[config.mk]
export PLATFORM = sky130hd
export DESIGN_NAME = scalar_kalman_filter_top
export DESIGN_NICKNAME = d
export VERILOG_FILES = /design/src/rtl/skf_pkg.sv /design/src/rtl/scalar_kalman_filter_top.sv /design/src/rtl/skf_ctrl.sv /design/src/rtl/skf_dp.sv
export SDC_FILE = /design/constraint.sdc
export NUM_CORES = 2
export LEC_CHECK = 0
export BUFFER_PORTS_ARGS = -buffer_cell sky130_fd_sc_hd__buf_4
export CORE_MARGIN = 8
export CORE_UTILIZATION = 59
export DETAILED_ROUTE_END_ITERATION = 10
export GPL_ROUTABILITY_DRIVEN = 0
export PLACE_DENSITY = 0.83
export SYNTH_ARGS = -nofsm -noshare
export SYNTH_HDL_FRONTEND = slang
export SYNTH_SLANG_ARGS = --single-unit
[constraint.sdc]
create_clock -name i_clk -period 7.5 [get_ports i_clk]
set_input_delay 0.375 -clock i_clk [delete_from_list [all_inputs] [get_ports i_clk]]
set_output_delay 0.375 -clock i_clk [all_outputs]
set_load 0.1 [all_outputs]
[src/rtl/skf_pkg.sv]
`timescale 1ns / 1ps

package skf_pkg;

    localparam int DATA_WIDTH = 32;
    localparam int FRAC_BITS  = 16;
    localparam int CHANNELS   = 2;

    localparam int CH_W  = (CHANNELS > 1) ? $clog2(CHANNELS) : 1;
    localparam int CNT_W = $clog2(FRAC_BITS);
    localparam int CFG_W = 2;

    // register indexes on the configuration port
    localparam logic [CFG_W-1:0] CFG_PROC_NOISE = CFG_W'(0);
    localparam logic [CFG_W-1:0] CFG_MEAS_NOISE = CFG_W'(1);
    localparam logic [CFG_W-1:0] CFG_INIT_EST   = CFG_W'(2);
    localparam logic [CFG_W-1:0] CFG_INIT_VAR   = CFG_W'(3);

    // reset values: 0.125, 32.0, 0.0, 1023.0
    localparam logic [DATA_WIDTH-1:0] Q_RESET  = DATA_WIDTH'(1) << (FRAC_BITS - 3);
    localparam logic [DATA_WIDTH-1:0] R_RESET  = DATA_WIDTH'(32) << FRAC_BITS;
    localparam logic [DATA_WIDTH-1:0] X0_RESET = '0;
    localparam logic [DATA_WIDTH-1:0] P0_RESET = DATA_WIDTH'(1023) << FRAC_BITS;
    localparam logic [FRAC_BITS:0]    ONE_FIX  = (FRAC_BITS+1)'(1) << FRAC_BITS;

    typedef struct packed {
        logic signed [DATA_WIDTH-1:0] sample;
        logic                         channel;
        logic                         restart;
    } t_in_item;

    typedef struct packed {
        logic signed [DATA_WIDTH-1:0] estimate;
        logic        [DATA_WIDTH-1:0] variance;
        logic                         channel_out;
    } t_out_item;

    typedef enum logic [2:0] {
        S_IDLE,
        S_LOAD,
        S_PREP,
        S_DIV,
        S_MUL,
        S_UPD
    } t_state;

    typedef struct packed {
        logic accept;
        logic load;
        logic prep;
        logic div_step;
        logic mul;
        logic upd;
    } t_cmd;

    typedef struct packed {
        logic out_free;
    } t_status;

    function automatic logic [DATA_WIDTH-1:0] sat_add(input logic [DATA_WIDTH-1:0] a,
                                                      input logic [DATA_WIDTH-1:0] b);
        logic [DATA_WIDTH:0] s;
        s = {1'b0, a} + {1'b0, b};
        return s[DATA_WIDTH] ? {DATA_WIDTH{1'b1}} : s[DATA_WIDTH-1:0];
    endfunction

    // state slot of a channel field: channel modulo CHANNELS
    function automatic logic [CH_W-1:0] ch_index(input logic ch);
        if (CHANNELS == 1) return '0;
        return CH_W'(ch);
    endfunction

endpackage

[src/rtl/scalar_kalman_filter_top.sv]
`timescale 1ns / 1ps

// Two-channel scalar Kalman filter, Q16.16 fixed point.
// Input channel: i_in_valid / o_in_stall / i_in_item (sample, channel, restart).
// An item is taken at a clock edge with i_in_valid high and o_in_stall low.
// Output channel: o_out_valid / i_out_stall / o_out_item (estimate, variance,
// channel_out), one result per item.
// Each item passes the load, prepare, gain divide, multiply and update steps;
// the result shows on o_out_valid after the update step. The gain divider
// yields one quotient bit a cycle. A new item is taken only when idle again.
// The output register holds a finished result while the receiver stalls; the
// next item is taken meanwhile and waits in its update step until the output
// register is free. o_in_stall is low only while no item is in work.
// Configuration: i_cfg_we / i_cfg_idx / i_cfg_data write Q, R, initial
// estimate and initial variance, in that index order; write only while idle.
// Reset (synchronous, active low) loads the register defaults (0.125, 32.0,
// 0.0, 1023.0), sets both channels to estimate 0.0 and variance 1023.0 and
// empties the output register.
module scalar_kalman_filter_top import skf_pkg::*; (
    input  logic                  i_clk,
    input  logic                  i_rst_n,
    input  logic                  i_in_valid,
    output logic                  o_in_stall,
    input  t_in_item              i_in_item,
    output logic                  o_out_valid,
    input  logic                  i_out_stall,
    output t_out_item             o_out_item,
    input  logic                  i_cfg_we,
    input  logic [CFG_W-1:0]      i_cfg_idx,
    input  logic [DATA_WIDTH-1:0] i_cfg_data
);

    t_cmd    cmd;
    t_status status;

    skf_ctrl u_ctrl (
        .i_clk      (i_clk),
        .i_rst_n    (i_rst_n),
        .i_in_valid (i_in_valid),
        .o_in_stall (o_in_stall),
        .i_status   (status),
        .o_cmd      (cmd)
    );

    skf_dp u_dp (
        .i_clk       (i_clk),
        .i_rst_n     (i_rst_n),
        .i_cmd       (cmd),
        .o_status    (status),
        .i_in_item   (i_in_item),
        .o_out_valid (o_out_valid),
        .i_out_stall (i_out_stall),
        .o_out_item  (o_out_item),
        .i_cfg_we    (i_cfg_we),
        .i_cfg_idx   (i_cfg_idx),
        .i_cfg_data  (i_cfg_data)
    );

endmodule

[src/rtl/skf_ctrl.sv]
`timescale 1ns / 1ps

module skf_ctrl import skf_pkg::*; (
    input  logic    i_clk,
    input  logic    i_rst_n,
    input  logic    i_in_valid,
    output logic    o_in_stall,
    input  t_status i_status,
    output t_cmd    o_cmd
);

    t_state            r_state, n_state;
    logic [CNT_W-1:0]  r_cnt, n_cnt;

    always_ff @(posedge i_clk) begin
        if (!i_rst_n) begin
            r_state <= S_IDLE;
            r_cnt   <= '0;
        end else begin
            r_state <= n_state;
            r_cnt   <= n_cnt;
        end
    end

    always_comb begin
        n_state    = r_state;
        n_cnt      = r_cnt;
        o_cmd      = '0;
        o_in_stall = 1'b1;
        case (r_state)
            S_IDLE: begin
                o_in_stall = 1'b0;
                if (i_in_valid) begin
                    o_cmd.accept = 1'b1;
                    n_state      = S_LOAD;
                end
            end
            S_LOAD: begin
                o_cmd.load = 1'b1;
                n_state    = S_PREP;
            end
            S_PREP: begin
                o_cmd.prep = 1'b1;
                n_cnt      = '0;
                n_state    = S_DIV;
            end
            S_DIV: begin
                // one quotient bit per cycle
                o_cmd.div_step = 1'b1;
                n_cnt          = r_cnt + CNT_W'(1);
                if (r_cnt == CNT_W'(FRAC_BITS - 1)) begin
                    n_state = S_MUL;
                end
            end
            S_MUL: begin
                o_cmd.mul = 1'b1;
                n_state   = S_UPD;
            end
            S_UPD: begin
                if (i_status.out_free) begin
                    o_cmd.upd = 1'b1;
                    n_state   = S_IDLE;
                end
            end
            default: begin
                n_state = S_IDLE;
            end
        endcase
    end

endmodule

[src/rtl/skf_dp.sv]
`timescale 1ns / 1ps

module skf_dp import skf_pkg::*; (
    input  logic                  i_clk,
    input  logic                  i_rst_n,
    input  t_cmd                  i_cmd,
    output t_status               o_status,
    input  t_in_item              i_in_item,
    output logic                  o_out_valid,
    input  logic                  i_out_stall,
    output t_out_item             o_out_item,
    input  logic                  i_cfg_we,
    input  logic [CFG_W-1:0]      i_cfg_idx,
    input  logic [DATA_WIDTH-1:0] i_cfg_data
);

    localparam int DW = DATA_WIDTH;
    localparam int FB = FRAC_BITS;

    logic [DW-1:0] r_q, r_r, r_x0, r_p0;
    logic [DW-1:0] r_est [CHANNELS];
    logic [DW-1:0] r_var [CHANNELS];

    t_in_item              r_item;
    logic [CH_W-1:0]       r_ch;
    logic signed [DW-1:0]  r_x;
    logic [DW-1:0]         r_p1;
    logic [DW-1:0]         r_den;
    logic [DW:0]           r_mag;
    logic                  r_neg;
    logic                  r_kzero, r_kone;
    logic [DW-1:0]         r_rem;
    logic [FB-1:0]         r_quo;
    logic [DW+FB+1:0]      r_sprod;
    logic [DW+FB:0]        r_vprod;
    logic                  r_out_valid;
    t_out_item             r_out;

    logic signed [DW:0]    diff;
    logic [DW:0]           rem_sh;
    logic [FB:0]           k;
    logic [FB:0]           one_minus_k;
    logic [DW:0]           step;
    logic [DW+1:0]         x_wide;
    logic [DW+1:0]         x_next;
    logic                  out_free;

    always_ff @(posedge i_clk) begin
        if (!i_rst_n) begin
            r_q  <= Q_RESET;
            r_r  <= R_RESET;
            r_x0 <= X0_RESET;
            r_p0 <= P0_RESET;
        end else if (i_cfg_we) begin
            case (i_cfg_idx)
                CFG_PROC_NOISE: r_q  <= i_cfg_data;
                CFG_MEAS_NOISE: r_r  <= i_cfg_data;
                CFG_INIT_EST:   r_x0 <= i_cfg_data;
                CFG_INIT_VAR:   r_p0 <= i_cfg_data;
                default: ;
            endcase
        end
    end

    assign diff   = $signed({r_item.sample[DW-1], r_item.sample}) - $signed({r_x[DW-1], r_x});
    assign rem_sh = {r_rem, 1'b0};

    always_comb begin
        if (r_kzero) begin
            k = '0;
        end else if (r_kone) begin
            k = ONE_FIX;
        end else begin
            k = {1'b0, r_quo};
        end
    end
    assign one_minus_k = ONE_FIX - k;

    assign step   = r_sprod[DW+FB:FB];
    assign x_wide = {{2{r_x[DW-1]}}, r_x};
    assign x_next = r_neg ? (x_wide - {1'b0, step}) : (x_wide + {1'b0, step});

    assign out_free        = !r_out_valid || !i_out_stall;
    assign o_status.out_free = out_free;

    always_ff @(posedge i_clk) begin
        if (i_cmd.accept) begin
            r_item <= i_in_item;
            r_ch   <= ch_index(i_in_item.channel);
        end
        if (i_cmd.load) begin
            if (r_item.restart) begin
                r_x  <= r_x0;
                r_p1 <= sat_add(r_p0, r_q);
            end else begin
                r_x  <= r_est[r_ch];
                r_p1 <= sat_add(r_var[r_ch], r_q);
            end
        end
        if (i_cmd.prep) begin
            r_den   <= sat_add(r_p1, r_r);
            r_neg   <= diff[DW];
            r_mag   <= diff[DW] ? (DW+1)'(-diff) : diff;
            // denominator zero only when both terms are zero; gain one when P1 >= P1+R
            r_kzero <= (r_p1 == '0) && (r_r == '0);
            r_kone  <= (r_r == '0) || (r_p1 == {DW{1'b1}});
            r_rem   <= r_p1;
            r_quo   <= '0;
        end
        if (i_cmd.div_step) begin
            if (rem_sh >= {1'b0, r_den}) begin
                r_rem <= DW'(rem_sh - {1'b0, r_den});
                r_quo <= {r_quo[FB-2:0], 1'b1};
            end else begin
                r_rem <= rem_sh[DW-1:0];
                r_quo <= {r_quo[FB-2:0], 1'b0};
            end
        end
        if (i_cmd.mul) begin
            r_sprod <= r_mag * k;
            r_vprod <= r_p1 * one_minus_k;
        end
        if (i_cmd.upd) begin
            r_out.estimate    <= x_next[DW-1:0];
            r_out.variance    <= r_vprod[DW+FB-1:FB];
            r_out.channel_out <= r_item.channel;
        end
    end

    always_ff @(posedge i_clk) begin
        if (!i_rst_n) begin
            for (int c = 0; c < CHANNELS; c++) begin
                r_est[c] <= X0_RESET;
                r_var[c] <= P0_RESET;
            end
        end else if (i_cmd.upd) begin
            r_est[r_ch] <= x_next[DW-1:0];
            r_var[r_ch] <= r_vprod[DW+FB-1:FB];
        end
    end

    always_ff @(posedge i_clk) begin
        if (!i_rst_n) begin
            r_out_valid <= 1'b0;
        end else if (i_cmd.upd) begin
            r_out_valid <= 1'b1;
        end else if (!i_out_stall) begin
            r_out_valid <= 1'b0;
        end
    end

    assign o_out_valid = r_out_valid;
    assign o_out_item  = r_out;

endmodule

==> metrics.md <==
| Metric | Value |
|---|---|
| Total core area | `~0.11 sq mm` |
| CTS root buffer | `clkbuf_16` |
| Insertion delay to the later sink of the worst-skew pair | `between 0.7 and 0.8 ns` |
| I/O pin total | `140` |
| Largest net degree at the start of global routing | `87` |
| Min Hold Slack | `slightly above 0.1 ns` |
| Largest cells by area after synthesis | `fa_1, edfxtp_1, ha_1, nand2_1, inv_1` |
| Worst slew pin tran | `~1.3 ns` |
| XOR/XNOR Fraction of Synth Area | `approximately 3.8%` |
| CTS tree | `done` |
| Reg2Reg Depth | `31` |
| Distinct cells, synth | `86` |
| Post-place setup slack | `-0.902 ns` |
| Final min period | `a little over 8 ns` |
| Via-to-Cell Ratio | `6.02` |
| Critical Path Source | `u_dp.r_kzero` |
| Worst r2r dst | `u_dp.r_vprod[47]` |
| Met1 usage | `between 30% and 40%` |
| Fillers | `just over 8000` |
| Final period utilization | `110%` |
| Max Fclk | `approximately 0.12 GHz` |
| Design area | `around 0.076 sq mm` |
| Flops & latches, synth | `roughly 600` |
| Adder-cell area share of the yosys netlist | `a little over a third` |
| # port buffers | `between 100 and 150` |
| Synth top area share | `27.2%` |
| Post-synth EDFFs | `471` |
| Gr busiest metal | `met2` |
| Setup Skew | `0.0966 ns` |
| CTS sink cnt | `between 600 and 700` |
| All-Layer GR Usage | `between 30 and 40%` |
| Inst Count DP | `a little under 9000` |
| Final Non-Filler Cells | `between 9000 and 10000` |
| Run status | `finished, violations left` |
| Maxcap violations | `0` |
| Detailed placement HPWL | `approximately 150 mm` |
| CTS H-Tree Depth | `2` |
| Proportion of layout cells with a drive suffix above 1 | `~11%` |
| R2r startpoint | `u_dp.r_kzero` |
| Vias in the first global route | `~58000` |
| Violations in the final reports | `negative setup slack` |
| Die area | `~0.12 sq mm` |
| Final setup violation count | `25` |
| Post-route ant nets | `0` |
| CP required | `slightly below 8 ns` |
| Clk slew on worst S/H paths | `roughly 0.070 ns` |
| Grt total ovfl | `0` |
| Synth area leader | `fa_1` |
| Syn_area_per_cell | `just over 9 sq um` |
| Critical Path End Type | `flip-flop` |
| # rows | `about 120` |
| Final routed DRC violation total | `0` |
| P&R area growth vs syn | `12.6%` |
| Initial drt markers | `between 5000 and 6000` |
| Cts bufs inserted | `61` |
| First-pass GRT wire length | `311 mm` |
| Die Ht | `about 350 um` |
| CP max stage cell | `fa_1` |
| Synth Area in Simple Gates | `approximately 16%` |
| Initial Util | `about three fifths` |
| Synth async-reset ratio | `0%` |
| Most common cell in the netlist | `nand2_1` |
| Fin. Hold Viols | `0` |
| Crit Path Max Fanout | `9` |
| Final net count | `8927` |
| Die X | `around 350 um` |
| Critical path's most frequent cell | `fa_1` |
| Largest family of logic cells by synthesized area | `adder cells` |
| Routed vias | `roughly 55000` |
| Post-synthesis sequential area ratio | `between 20% and 30%` |
| Syn nets | `between 8000 and 9000` |
| Worst setup margin | `-0.732 ns` |
| Crit path largest cell delay | `0.58 ns` |
| Antenna violations before repair | `7` |
| Mux contribution to synthesized area | `1.52%` |
| Post-synthesis compound-gate area fraction | `under 10%` |
| Critical Path Sink | `u_dp.r_vprod[47]` |
| CTS max path bufs | `3` |
| Synth warnings | `0` |
| Hold Crit Class | `primary input to flip-flop` |
| RSZ-0062 raised after global routing | `true` |
| Worst R2R Setup Slack | `-0.73 ns` |
| Slew Viols, Final | `0` |
| Synth top cells by count | `nand2_1, inv_1, fa_1` |
| Met3 usage | `around 6.4%` |
| Max_slew headroom | `11.3%` |
| Crit path DAT | `~8.7 ns` |
| Worst setup SP type | `flip-flop` |
| Syn Std Cell Area | `0.0671 sq mm` |
| Routed Wire Length | `between 150 and 200 mm` |
| Detailed Routing Iterations Pass 1 | `8` |
| Placed Area | `about 0.072 sq mm` |
| Synth Flop Type | `edfxtp_1` |
| Grt met2 use | `between 50% and 60%` |
| Wire per inst | `~22 um` |
| Crit Path Class | `flip-flop to flip-flop` |
| Post-synthesis cell count | `about 7200` |
cell families after synthesis:
kind of cell	Yosys count
and+or+nand+nor	2343
buffers and inverters	1574
adders and majority gates	1336
AOI/OAI and AO/OA	972
DFF	608
xor gates and xnor gates	288
muxes	98
stage by stage:
stage	setup TNS [ns]	util, %
3_3_place_gp	-11.15	63.9
5_1_grt	-19.08	67.1
3_5_place_dp	-15.41	63.9
2_1_floorplan	-1.46	-
4_1_cts	-10.64	66.7
6_report	-12.57	67.1
worst min-delay path by stage:
stage                     start                  end  depth (start not counted)
6_report                i_rst_n        u_dp.r_p0[17]                          2
5_1_grt                 i_rst_n        u_dp.r_p0[17]                          2
4_1_cts                 i_rst_n        u_dp.r_p0[19]                          2
3_5_place_dp       u_dp.r_x0[0]         u_dp.r_x0[0]                          2
3_3_place_gp      u_dp.r_x0[28]        u_dp.r_x0[28]                          2
2_1_floorplan  u_dp.r_vprod[25]  u_dp.o_out_item[10]                          0
registers in the layout (all words and copies together), names as in the netlist, 16 cells and up, named ones only:
register	cells
u_dp.r_item	34
u_dp.r_p0	32
u_dp.r_est	64
u_dp.o_out_item	65
u_dp.r_mag	33
u_dp.r_x0	32
u_dp.r_den	32
u_dp.r_p1	32
u_dp.r_vprod	32
u_dp.r_r	32
u_dp.r_var	64
u_dp.r_quo	16
u_dp.r_q	32
u_dp.r_rem	32
u_dp.r_sprod	32
u_dp.r_x	32
critical path, delay by kind of cell, from the launching register on:
kind / cells / cell delay, ns
adders and majority gates: 7 / 3.27
DFF: 1 / 0.39
buffers and inverters: 8 / 0.82
AOI/OAI and AO/OA: 5 / 0.88
xor gates and xnor gates: 2 / 0.38
and+or+nand+nor: 9 / 2.28
layout make-up:
class / instances / area (sq um) / share of cell area, %
multi-input cells: 5037 / 45100 / 59.7
flip-flops and latches: 608 / 16900 / 22.3
repair buffers: 586 / 4910 / 6.50
inverters: 1224 / 4590 / 6.08
well taps: 1500 / 1880 / 2.48
clock buffers: 65 / 1540 / 2.04
clock inverters: 48 / 621 / 0.821
diodes: 5 / 12.5 / 0.0166
per-layer routing:
layer  vias to the layer above  part of all wire, %
met1                     26626                   34
met5                         -               0.0066
met3                       980                   11
met4                         2                  9.1
met2                      3325                   46
li1                      23706                    -
placed cells by master (no fill, tap or decap), drive strengths merged, types with 40 or more instances in the layout:
cell type,n
nand2,1244
inv,1231
fa,913
buf,518
edfxtp,471
ha,423
a21oi,247
nor2,242
and2,240
and3,223
o21ai,203
xnor2,180
dfxtp,137
a21boi,124
a21o,112
xor2,108
nor3,72
nand3,67
clkbuf,67
dlygate4sd3,66
mux2i,64
nand2b,49
nand4,41
nor2b,40
what timing repair did:
action | in CTS | in global routing
pin swaps | 20 | 21
gates cloned | 0 | 2
endpoints found under the setup margin | 40 | 49
setup buffers | 5 | 6
endpoints found under the hold margin | 143 | 0
hold buffers | 66 | 0
resized for setup | 49 | 81
Power is left out: the tool's default activity adds up to more than one toggle a clock period on the data nets, which glitch-free logic cannot reach.
